## src/tlm_pkg.sv

```systemverilog
// Shared constants and types for the three-wire link master.
`default_nettype none
package tlm_pkg;

  // Width of the command and state words on the link
  localparam int WORD_BITS = 32;
  // Bit counter covers both words read back to back
  localparam int CNT_W     = $clog2(2 * WORD_BITS + 1);
  localparam int IDX_W     = $clog2(WORD_BITS);
  localparam int PHASE_W   = 5;

  // Input transaction kinds
  localparam logic KIND_REQ  = 1'b0;
  localparam logic KIND_TICK = 1'b1;

  // One result transaction
  typedef struct packed {
    logic                 sel_level;
    logic                 sel_drive;
    logic                 clk_level;
    logic                 clk_drive;
    logic                 data_level;
    logic                 data_drive;
    logic                 busy;
    logic                 done;
    logic [WORD_BITS-1:0] command_value;
    logic [WORD_BITS-1:0] state_value;
  } tlm_res_t;

endpackage
`default_nettype wire

```

## src/tlm_seq.sv

```systemverilog
// Phase sequencer: link state registers and the line levels after each transaction.
`default_nettype none
module tlm_seq (
  input  logic                          clk,
  input  logic                          rst_n,
  input  logic                          accept,
  input  logic                          kind,
  input  logic [tlm_pkg::WORD_BITS-1:0] set_bits,
  input  logic [tlm_pkg::WORD_BITS-1:0] clear_bits,
  input  logic                          data_in,
  output tlm_pkg::tlm_res_t             res
);
  import tlm_pkg::*;

  localparam logic [PHASE_W-1:0] PH_IDLE      = 5'd0;
  localparam logic [PHASE_W-1:0] PH_SEL_LOW   = 5'd1;
  localparam logic [PHASE_W-1:0] PH_CLK_LOW   = 5'd2;
  localparam logic [PHASE_W-1:0] PH_SEL_HIGH  = 5'd3;
  localparam logic [PHASE_W-1:0] PH_LATCH     = 5'd4;
  localparam logic [PHASE_W-1:0] PH_READY     = 5'd5;
  localparam logic [PHASE_W-1:0] PH_RD_HI     = 5'd6;
  localparam logic [PHASE_W-1:0] PH_RD_LO     = 5'd7;
  localparam logic [PHASE_W-1:0] PH_RD_SAMPLE = 5'd8;
  localparam logic [PHASE_W-1:0] PH_ABORT     = 5'd9;
  localparam logic [PHASE_W-1:0] PH_REL_HI    = 5'd10;
  localparam logic [PHASE_W-1:0] PH_REL_DRIVE = 5'd11;
  localparam logic [PHASE_W-1:0] PH_WR_LO     = 5'd12;
  localparam logic [PHASE_W-1:0] PH_WR_DATA   = 5'd13;
  localparam logic [PHASE_W-1:0] PH_WR_HI     = 5'd14;
  localparam logic [PHASE_W-1:0] PH_MR_LO     = 5'd15;
  localparam logic [PHASE_W-1:0] PH_MR_IN     = 5'd16;
  localparam logic [PHASE_W-1:0] PH_FIN_HI    = 5'd17;
  localparam logic [PHASE_W-1:0] PH_FIN_LO    = 5'd18;
  localparam logic [PHASE_W-1:0] PH_STOP      = 5'd19;

  localparam logic [CNT_W-1:0] CNT_WORD = CNT_W'(WORD_BITS);
  localparam logic [CNT_W-1:0] CNT_LAST = CNT_W'(WORD_BITS - 1);
  localparam logic [CNT_W-1:0] CNT_BOTH = CNT_W'(2 * WORD_BITS);

  logic [PHASE_W-1:0]   phase_r, phase_nxt;
  logic [CNT_W-1:0]     cnt_r, cnt_nxt;
  logic [WORD_BITS-1:0] cmd_r, cmd_nxt;
  logic [WORD_BITS-1:0] stat_r, stat_nxt;
  logic [WORD_BITS-1:0] set_r, set_nxt;
  logic [WORD_BITS-1:0] clr_r, clr_nxt;
  logic                 done;

  // Advance the phase on a tick, start a transfer on a request while idle
  always_comb begin
    phase_nxt = phase_r;
    cnt_nxt   = cnt_r;
    cmd_nxt   = cmd_r;
    stat_nxt  = stat_r;
    set_nxt   = set_r;
    clr_nxt   = clr_r;
    done      = 1'b0;
    if (accept) begin
      if (kind == KIND_REQ) begin
        if (phase_r == PH_IDLE) begin
          set_nxt   = set_bits;
          clr_nxt   = clear_bits;
          cnt_nxt   = '0;
          phase_nxt = PH_SEL_LOW;
        end
      end else begin
        unique case (phase_r)
          PH_IDLE:      phase_nxt = PH_IDLE;
          PH_SEL_LOW:   phase_nxt = PH_CLK_LOW;
          PH_CLK_LOW:   phase_nxt = PH_SEL_HIGH;
          PH_SEL_HIGH:  phase_nxt = PH_LATCH;
          PH_LATCH:     phase_nxt = PH_READY;
          PH_READY: begin
            phase_nxt = PH_RD_HI;
            cnt_nxt   = '0;
          end
          PH_RD_HI:     phase_nxt = PH_RD_LO;
          PH_RD_LO: begin
            // Shift the sampled bit in at the top: words arrive LSB first
            if (cnt_r < CNT_WORD) begin
              cmd_nxt = {data_in, cmd_r[WORD_BITS-1:1]};
            end else begin
              stat_nxt = {data_in, stat_r[WORD_BITS-1:1]};
            end
            cnt_nxt   = cnt_r + CNT_W'(1);
            phase_nxt = PH_RD_SAMPLE;
          end
          PH_RD_SAMPLE: begin
            if (cnt_r < CNT_BOTH) begin
              phase_nxt = PH_RD_HI;
            end else if (set_r == '0 && clr_r == '0) begin
              phase_nxt = PH_ABORT;
            end else begin
              phase_nxt = PH_REL_HI;
            end
          end
          PH_ABORT: begin
            phase_nxt = PH_IDLE;
            done      = 1'b1;
          end
          PH_REL_HI:    phase_nxt = PH_REL_DRIVE;
          PH_REL_DRIVE: begin
            phase_nxt = PH_WR_LO;
            cnt_nxt   = '0;
          end
          PH_WR_LO:     phase_nxt = PH_WR_DATA;
          PH_WR_DATA:   phase_nxt = PH_WR_HI;
          PH_WR_HI: begin
            if (cnt_r != CNT_LAST) begin
              cnt_nxt   = cnt_r + CNT_W'(1);
              phase_nxt = PH_WR_LO;
            end else begin
              phase_nxt = PH_MR_LO;
            end
          end
          PH_MR_LO:     phase_nxt = PH_MR_IN;
          PH_MR_IN:     phase_nxt = PH_FIN_HI;
          PH_FIN_HI:    phase_nxt = PH_FIN_LO;
          PH_FIN_LO:    phase_nxt = PH_STOP;
          default: begin
            // Stop phase returns to idle
            phase_nxt = PH_IDLE;
            done      = 1'b1;
          end
        endcase
      end
    end
  end

  // Hold the link state
  always_ff @(posedge clk) begin
    if (!rst_n) begin
      phase_r <= PH_IDLE;
      cnt_r   <= '0;
      cmd_r   <= '0;
      stat_r  <= '0;
      set_r   <= '0;
      clr_r   <= '0;
    end else begin
      phase_r <= phase_nxt;
      cnt_r   <= cnt_nxt;
      cmd_r   <= cmd_nxt;
      stat_r  <= stat_nxt;
      set_r   <= set_nxt;
      clr_r   <= clr_nxt;
    end
  end

  // Write-back word and the bit on the data line
  logic [WORD_BITS-1:0] wr_word;
  logic [CNT_W-1:0]     cnt_m1;
  logic                 bit_cur;
  logic                 bit_prev;

  always_comb begin
    wr_word  = (cmd_nxt | set_nxt) & ~clr_nxt;
    cnt_m1   = cnt_nxt - CNT_W'(1);
    bit_cur  = (cnt_nxt < CNT_WORD) ? wr_word[cnt_nxt[IDX_W-1:0]] : 1'b0;
    bit_prev = (cnt_nxt != '0 && cnt_m1 < CNT_WORD) ? wr_word[cnt_m1[IDX_W-1:0]] : 1'b0;
  end

  // Drive levels for the phase after this transaction
  always_comb begin
    res               = '0;
    res.sel_drive     = 1'b1;
    res.clk_drive     = 1'b1;
    res.busy          = (phase_nxt != PH_IDLE);
    res.done          = done;
    res.command_value = cmd_nxt;
    res.state_value   = stat_nxt;
    unique case (phase_nxt)
      PH_IDLE: begin
        res.sel_drive = 1'b0;
        res.clk_drive = 1'b0;
      end
      PH_SEL_LOW:   res.clk_drive = 1'b0;
      PH_CLK_LOW, PH_ABORT: res.sel_level = 1'b0;
      PH_SEL_HIGH, PH_READY, PH_RD_LO, PH_RD_SAMPLE, PH_MR_IN, PH_FIN_LO:
        res.sel_level = 1'b1;
      PH_LATCH, PH_RD_HI, PH_REL_HI, PH_FIN_HI: begin
        res.sel_level = 1'b1;
        res.clk_level = 1'b1;
      end
      PH_REL_DRIVE: begin
        res.sel_level  = 1'b1;
        res.clk_level  = 1'b1;
        res.data_drive = 1'b1;
      end
      PH_WR_LO: begin
        res.sel_level  = 1'b1;
        res.data_drive = 1'b1;
        res.data_level = bit_prev;
      end
      PH_WR_DATA, PH_MR_LO: begin
        res.sel_level  = 1'b1;
        res.data_drive = 1'b1;
        res.data_level = bit_cur;
      end
      PH_WR_HI: begin
        res.sel_level  = 1'b1;
        res.clk_level  = 1'b1;
        res.data_drive = 1'b1;
        res.data_level = bit_cur;
      end
      default:      res.sel_level = 1'b0;
    endcase
  end

endmodule
`default_nettype wire

```

## src/three_wire_register_link_master_core.sv

```systemverilog
// Top level of the three-wire link master: phase sequencer and result buffer.
//
// Usage: the input channel carries one transaction per request or bus tick.
// A request (in_kind low) latches the set and clear masks and starts a
// transfer if the master is idle; otherwise it is ignored. Each tick (in_kind
// high) moves the bus one phase: select low, latch pulse, 64 read pulses that
// fill the command and state words LSB first, then either abort or release,
// a 32-pulse write-back of (command | set) & ~clear, finish and stop.
// Every input transaction yields exactly one result transaction with the line
// levels and drive enables after it, busy, a done pulse and both words.
// The result is registered into the output register, or into the skid register
// while the output one is still full. One transaction per clock while in_ready is
// high; the phase logic is combinational between state and result registers.
// A two-entry result buffer (output register plus skid register) keeps input
// accepted while one result waits; in_ready falls only when both are full.
// Reset (rst_n low, synchronous) returns to idle with all lines released,
// zero words and masks, and empties the result buffer.
`default_nettype none
module three_wire_register_link_master_core (
  input  logic                          clk,
  input  logic                          rst_n,
  input  logic                          in_valid,
  output logic                          in_ready,
  input  logic                          in_kind,
  input  logic [tlm_pkg::WORD_BITS-1:0] in_set_bits,
  input  logic [tlm_pkg::WORD_BITS-1:0] in_clear_bits,
  input  logic                          in_data_in,
  output logic                          out_valid,
  input  logic                          out_ready,
  output logic                          out_sel_level,
  output logic                          out_sel_drive,
  output logic                          out_clk_level,
  output logic                          out_clk_drive,
  output logic                          out_data_level,
  output logic                          out_data_drive,
  output logic                          out_busy_res,
  output logic                          out_done_res,
  output logic [tlm_pkg::WORD_BITS-1:0] out_command_value,
  output logic [tlm_pkg::WORD_BITS-1:0] out_state_value
);
  import tlm_pkg::*;

  logic     in_fire;
  logic     out_fire;
  tlm_res_t seq_res;
  tlm_res_t out_res_r;
  tlm_res_t skid_res_r;
  logic     out_valid_r;
  logic     skid_valid_r;

  assign in_ready = !skid_valid_r;
  assign in_fire  = in_valid && in_ready;
  assign out_fire = out_valid_r && out_ready;

  tlm_seq u_seq (
    .clk        (clk),
    .rst_n      (rst_n),
    .accept     (in_fire),
    .kind       (in_kind),
    .set_bits   (in_set_bits),
    .clear_bits (in_clear_bits),
    .data_in    (in_data_in),
    .res        (seq_res)
  );

  // Result buffer: refill from skid first, else take the new transaction
  always_ff @(posedge clk) begin
    if (!rst_n) begin
      out_valid_r  <= 1'b0;
      skid_valid_r <= 1'b0;
    end else begin
      if (out_fire) begin
        if (skid_valid_r) begin
          out_valid_r  <= 1'b1;
          skid_valid_r <= 1'b0;
        end else begin
          out_valid_r <= in_fire;
        end
      end else if (in_fire) begin
        if (!out_valid_r) begin
          out_valid_r <= 1'b1;
        end else begin
          skid_valid_r <= 1'b1;
        end
      end
    end
  end

  // Result payload, no reset needed
  always_ff @(posedge clk) begin
    if (out_fire && skid_valid_r) begin
      out_res_r <= skid_res_r;
    end else if (in_fire && (out_fire || !out_valid_r)) begin
      out_res_r <= seq_res;
    end
    if (in_fire && out_valid_r && !out_fire) begin
      skid_res_r <= seq_res;
    end
  end

  assign out_valid         = out_valid_r;
  assign out_sel_level     = out_res_r.sel_level;
  assign out_sel_drive     = out_res_r.sel_drive;
  assign out_clk_level     = out_res_r.clk_level;
  assign out_clk_drive     = out_res_r.clk_drive;
  assign out_data_level    = out_res_r.data_level;
  assign out_data_drive    = out_res_r.data_drive;
  assign out_busy_res      = out_res_r.busy;
  assign out_done_res      = out_res_r.done;
  assign out_command_value = out_res_r.command_value;
  assign out_state_value   = out_res_r.state_value;

`ifndef SYNTHESIS
  // Skid holds a result only behind a full output register
  a_skid_behind_out: assert property (@(posedge clk) disable iff (!rst_n)
    skid_valid_r |-> out_valid_r)
    else $error("skid register full while output register empty");

  // Skid result moves to the output unchanged when the output drains
  a_skid_order: assert property (@(posedge clk) disable iff (!rst_n)
    out_fire && skid_valid_r |=> out_valid_r && out_res_r == $past(skid_res_r))
    else $error("skid result lost or reordered");

  // A done pulse always leaves the master idle
  a_done_idle: assert property (@(posedge clk) disable iff (!rst_n)
    out_valid_r && out_res_r.done |-> !out_res_r.busy)
    else $error("done reported while still busy");

  // Released lines read as low
  a_released_low: assert property (@(posedge clk) disable iff (!rst_n)
    out_valid_r |-> (out_res_r.sel_drive || !out_res_r.sel_level) &&
                    (out_res_r.clk_drive || !out_res_r.clk_level) &&
                    (out_res_r.data_drive || !out_res_r.data_level))
    else $error("level shown on a released line");
`endif

endmodule
`default_nettype wire
```

## config.mk

```make
export PLATFORM = sky130hd
export DESIGN_NAME = three_wire_register_link_master_core
export DESIGN_NICKNAME = d
export VERILOG_FILES = /design/src/tlm_pkg.sv /design/src/tlm_seq.sv /design/src/three_wire_register_link_master_core.sv
export SDC_FILE = /design/constraint.sdc
export NUM_CORES = 1
export LEC_CHECK = 0
export ABC_AREA = 1
export BUFFER_PORTS_ARGS = -buffer_cell sky130_fd_sc_hd__buf_2
export CAP_MARGIN = 20
export CORE_MARGIN = 1.5
export CORE_UTILIZATION = 42
export DETAILED_ROUTE_END_ITERATION = 16
export SETUP_SLACK_MARGIN = 0.05
export SLEW_MARGIN = 20
export SYNTH_ARGS = -nofsm -noshare
export SYNTH_HDL_FRONTEND = slang
export SYNTH_SLANG_ARGS = --single-unit
```

## constraint.sdc

```tcl
create_clock -name clk -period 18.41 [get_ports clk]
set_input_delay 2.7615 -clock clk [delete_from_list [all_inputs] [get_ports clk]]
set_output_delay 2.7615 -clock clk [all_outputs]
set_load 0.01 [all_outputs]
```

==> reports/metrics.cfg <==
[cts]
cts_tree = yes
clk_transition_reported_paths_ns = 0.06
cts_max_path_buffers = 3
clock_tree.htree_level_count = 1
cts-resized-gates = 0
cts.hold.buffers_added = 0
cts_num_sinks = 284
number_of_buffers_created_by_cts = 31
cts.repair_timing.setup_buffer_count = 0
clk_root_buffer_cell = sky130_fd_sc_hd__clkbuf_16
clock_insertion_delay_worst_skew_ns = 0.55

[floorplanning]
initial_core_util = 0.425
chipHeight_um = 179
design.die.area_um2 = 31900
io_pins = 144
dieWidth_um = 179
row_count = 64
fp.coreArea_um2 = 30500

[setup_path]
slowest_delay_ns = 0.69
critPathMaxFanout = 38
endpoint_type_of_the_worst_setup_path = flip-flop
arrival_time_at_the_worst_endpoint_ns = 6.08
start_kind = input port
r2r_setup_slack_ns = 14.51
path_class = in2reg
worst-endpoint-required_ns = 18.72
cell_occurring_most_often_along_the_worst_timing_path = sky130_fd_sc_hd__nand3_1
worstPathCellList = buf_2 > nand2_2 > nor2_4 > nand3_1 > nand2_2 > nand3_2 > ha_1 > inv_1 > nand3_1 > nand3_1 > nand3_1 > nand3_1 > nand2_1 > nand3_1 > nand2_1 > nand2_1 > nand2_1
timing.critical_path.slowest_stage_cell = sky130_fd_sc_hd__ha_1

[routing]
drt_wl_total_um = 30600
antenna_violating_nets_post_route = 0
detail_route.first_pass.iterations = 7
drc = 0
final_routed_wire_length_divided_by_cell_count_um = 14.6
drt-vias-per-instance = 4.84
vias = 10200
starting_drc_count_in_detailed_routing = 905

[timing]
final.setup_skew_ns = 0.0241
post-route-period-util = 0.313
setup_violations = 0
timing.final.crit_period_ns = 5.77
final_max_slew_viol_count = 0
totalNegativeSetupSlack_ns = 0
max-slew-margin-rel = 0.355
hold-worst-slack_ns = 0.506
max_freq_mhz = 173
final_hold_viol_count = 0
worst_slew_pin_slew_ns = 0.965
setup_repair_after_global_routing_missed_its_margin = no

[finish]
postLayoutCellArea_um2 = 14800
design.final.nets = 1750
antenna-diode-count = 0
drive_gt1_frac = 0.170
fillCellCount = 3034
fin_util = 0.485
area.growth.synth_to_final_pct = 14.1
finish.cell_count_without_fillers = 2098

[power]
power_density_nw_per_um2 = 94.6
ir_drop_uv = 87.1
power_leakage_nw = 7.07

[yosys]
netlist.top_cell.by_area = sky130_fd_sc_hd__edfxtp_1
syn-cell-area_um2 = 13000
top_reg_cell_synth = sky130_fd_sc_hd__edfxtp_1
synth_warnings = 0
postSynthRegisterBits = 284
synth_commonest_cells = sky130_fd_sc_hd__nand2_1 (377), sky130_fd_sc_hd__inv_1 (210), sky130_fd_sc_hd__nor2_1 (190)
synth.top_cells.by_area = sky130_fd_sc_hd__edfxtp_1 (33%), sky130_fd_sc_hd__dfxtp_1 (22%), sky130_fd_sc_hd__nand2_1 (11%)
most_used_standard_cell_by_instance_count_after_synthesis = sky130_fd_sc_hd__nand2_1
syn_inst = 1565
syn-num-nets = 1637
syn_avg_cell_area_um2 = 8.28
synth_edf_count = 142
unique_cell_type_count_in_the_yosys_netlist = 38
synth_async_sr_flop_share = 0
netlist.area_leader.share = 0.329
yosysSeqAreaShare = 0.548

[grt]
antenna_violations_before_repair = 1
grtUsageTotal = 0.194
grt_pass1_vias = 9376
grt_pass1_wl_um = 48700
grt_start_max_net_pins = 83
globalRoute.totalOverflow = 0

[flow_run]
drv_cap = 0

[placement]
placed_cells = 2041
postPlaceCellArea_um2 = 13900
routabilityCongestion = 0.928
place.port_buffers = 143
place.detailed.hpwl_um = 21600

[worst_hold_path]
hold_path_class = reg2reg

[status]
outcome = complete, no violations

==> cells in the final DEF, fill, tap and decap left out, drive strengths merged <==
cell type / n
nor3: 14
clkinvlp: 1
edfxtp: 142
nand4: 35
nand3: 92
clkinv: 7
dfxtp: 142
a31oi: 3
o21ai: 166
buf: 152
a21boi: 1
o311ai: 2
xor2: 5
a21oi: 23
clkbuf: 49
ha: 2
o21a: 15
or2: 33
o31ai: 2
nand3b: 1
o211ai: 1
inv: 224
nor2: 202
nand2: 386
o2111ai: 2
==> flip-flops by register name, summed over array words and instances (netlist names) <==
register and flops:
u_seq.set_r 32, out_command_value 32, out_clk_level 1, skid_valid_r 1, skid_res_r 71, out_state_value 32, out_valid 1, out_clk_drive 1
u_seq.phase_r 5, u_seq.clr_r 32, out_sel_drive 1, u_seq.cmd_r 32, out_data_level 1, out_data_drive 1, u_seq.cnt_r 7, out_done_res 1
u_seq.stat_r 32, out_sel_level 1
==> worst max-delay path, delay by kind of cell <==
kind / cells / cell delay, ns
fa+ha+maj: 1 / 0.69
buf+inv: 2 / 0.37
simple gates: 14 / 2.24
==> final timing paths <==
| kind | from | cells after the start | end |
|---|---|---|---|
| setup reg to reg | u_seq.phase_r[2]$_SDFF_PN0_ | 15 | out_data_level$_DFFE_PP_ |
| hold reg to reg | skid_res_r[67]$_DFFE_PP_ | 2 | out_data_level$_DFFE_PP_ |
| setup / recovery | in_valid | 17 | out_data_level$_DFFE_PP_ |
| hold / removal | skid_res_r[67]$_DFFE_PP_ | 2 | out_data_level$_DFFE_PP_ |
==> per-layer routing <==
metal  global-route usage  share of wire
met3               0.0269          0.050
met2                0.302           0.43
met4               0.0490          0.020
met5                    0        0.00046
met1                0.284           0.50
==> area by class of cell <==
cell class,count,area [um2],share of cell area
clock buffers,49,883,0.0597
clock inverters,8,50.0,0.00338
inverters,224,846,0.0572
multi-input cells,985,4620,0.313
flip-flops and latches,284,7110,0.481
well taps,396,495,0.0335
repair buffers,152,783,0.0530
==> cells by family after synthesis <==
kind of cell | Yosys count | share of synthesized area
AOI/OAI and AO/OA | 215 | 0.0930
adders and majority gates | 2 | 0.00193
buffers and inverters | 296 | 0.0980
DFF | 284 | 0.548
and+or+nand+nor | 763 | 0.255
xor gates and xnor gates | 5 | 0.00338
==> per-stage QoR <==
step                      total power, W  worst slack (ns)
after floorplan                 0.000801              9.92
after global placement          0.000840             12.22
after detailed placement        0.000841             12.10
after CTS                        0.00141             12.68
after global routing             0.00146             12.35
final                            0.00140             12.64
==> where the power goes <==
part	switching [W]	internal, W	total [W]	leakage, nW
registers	0.00000900	0.000689	0.000698	2.51
logic	0.0000870	0.0000425	0.000129	4.11
clock network	0.000244	0.000328	0.000572	0.454
total	0.000340	0.00106	0.00140	7.07
Power figures use the tool's default switching activity.
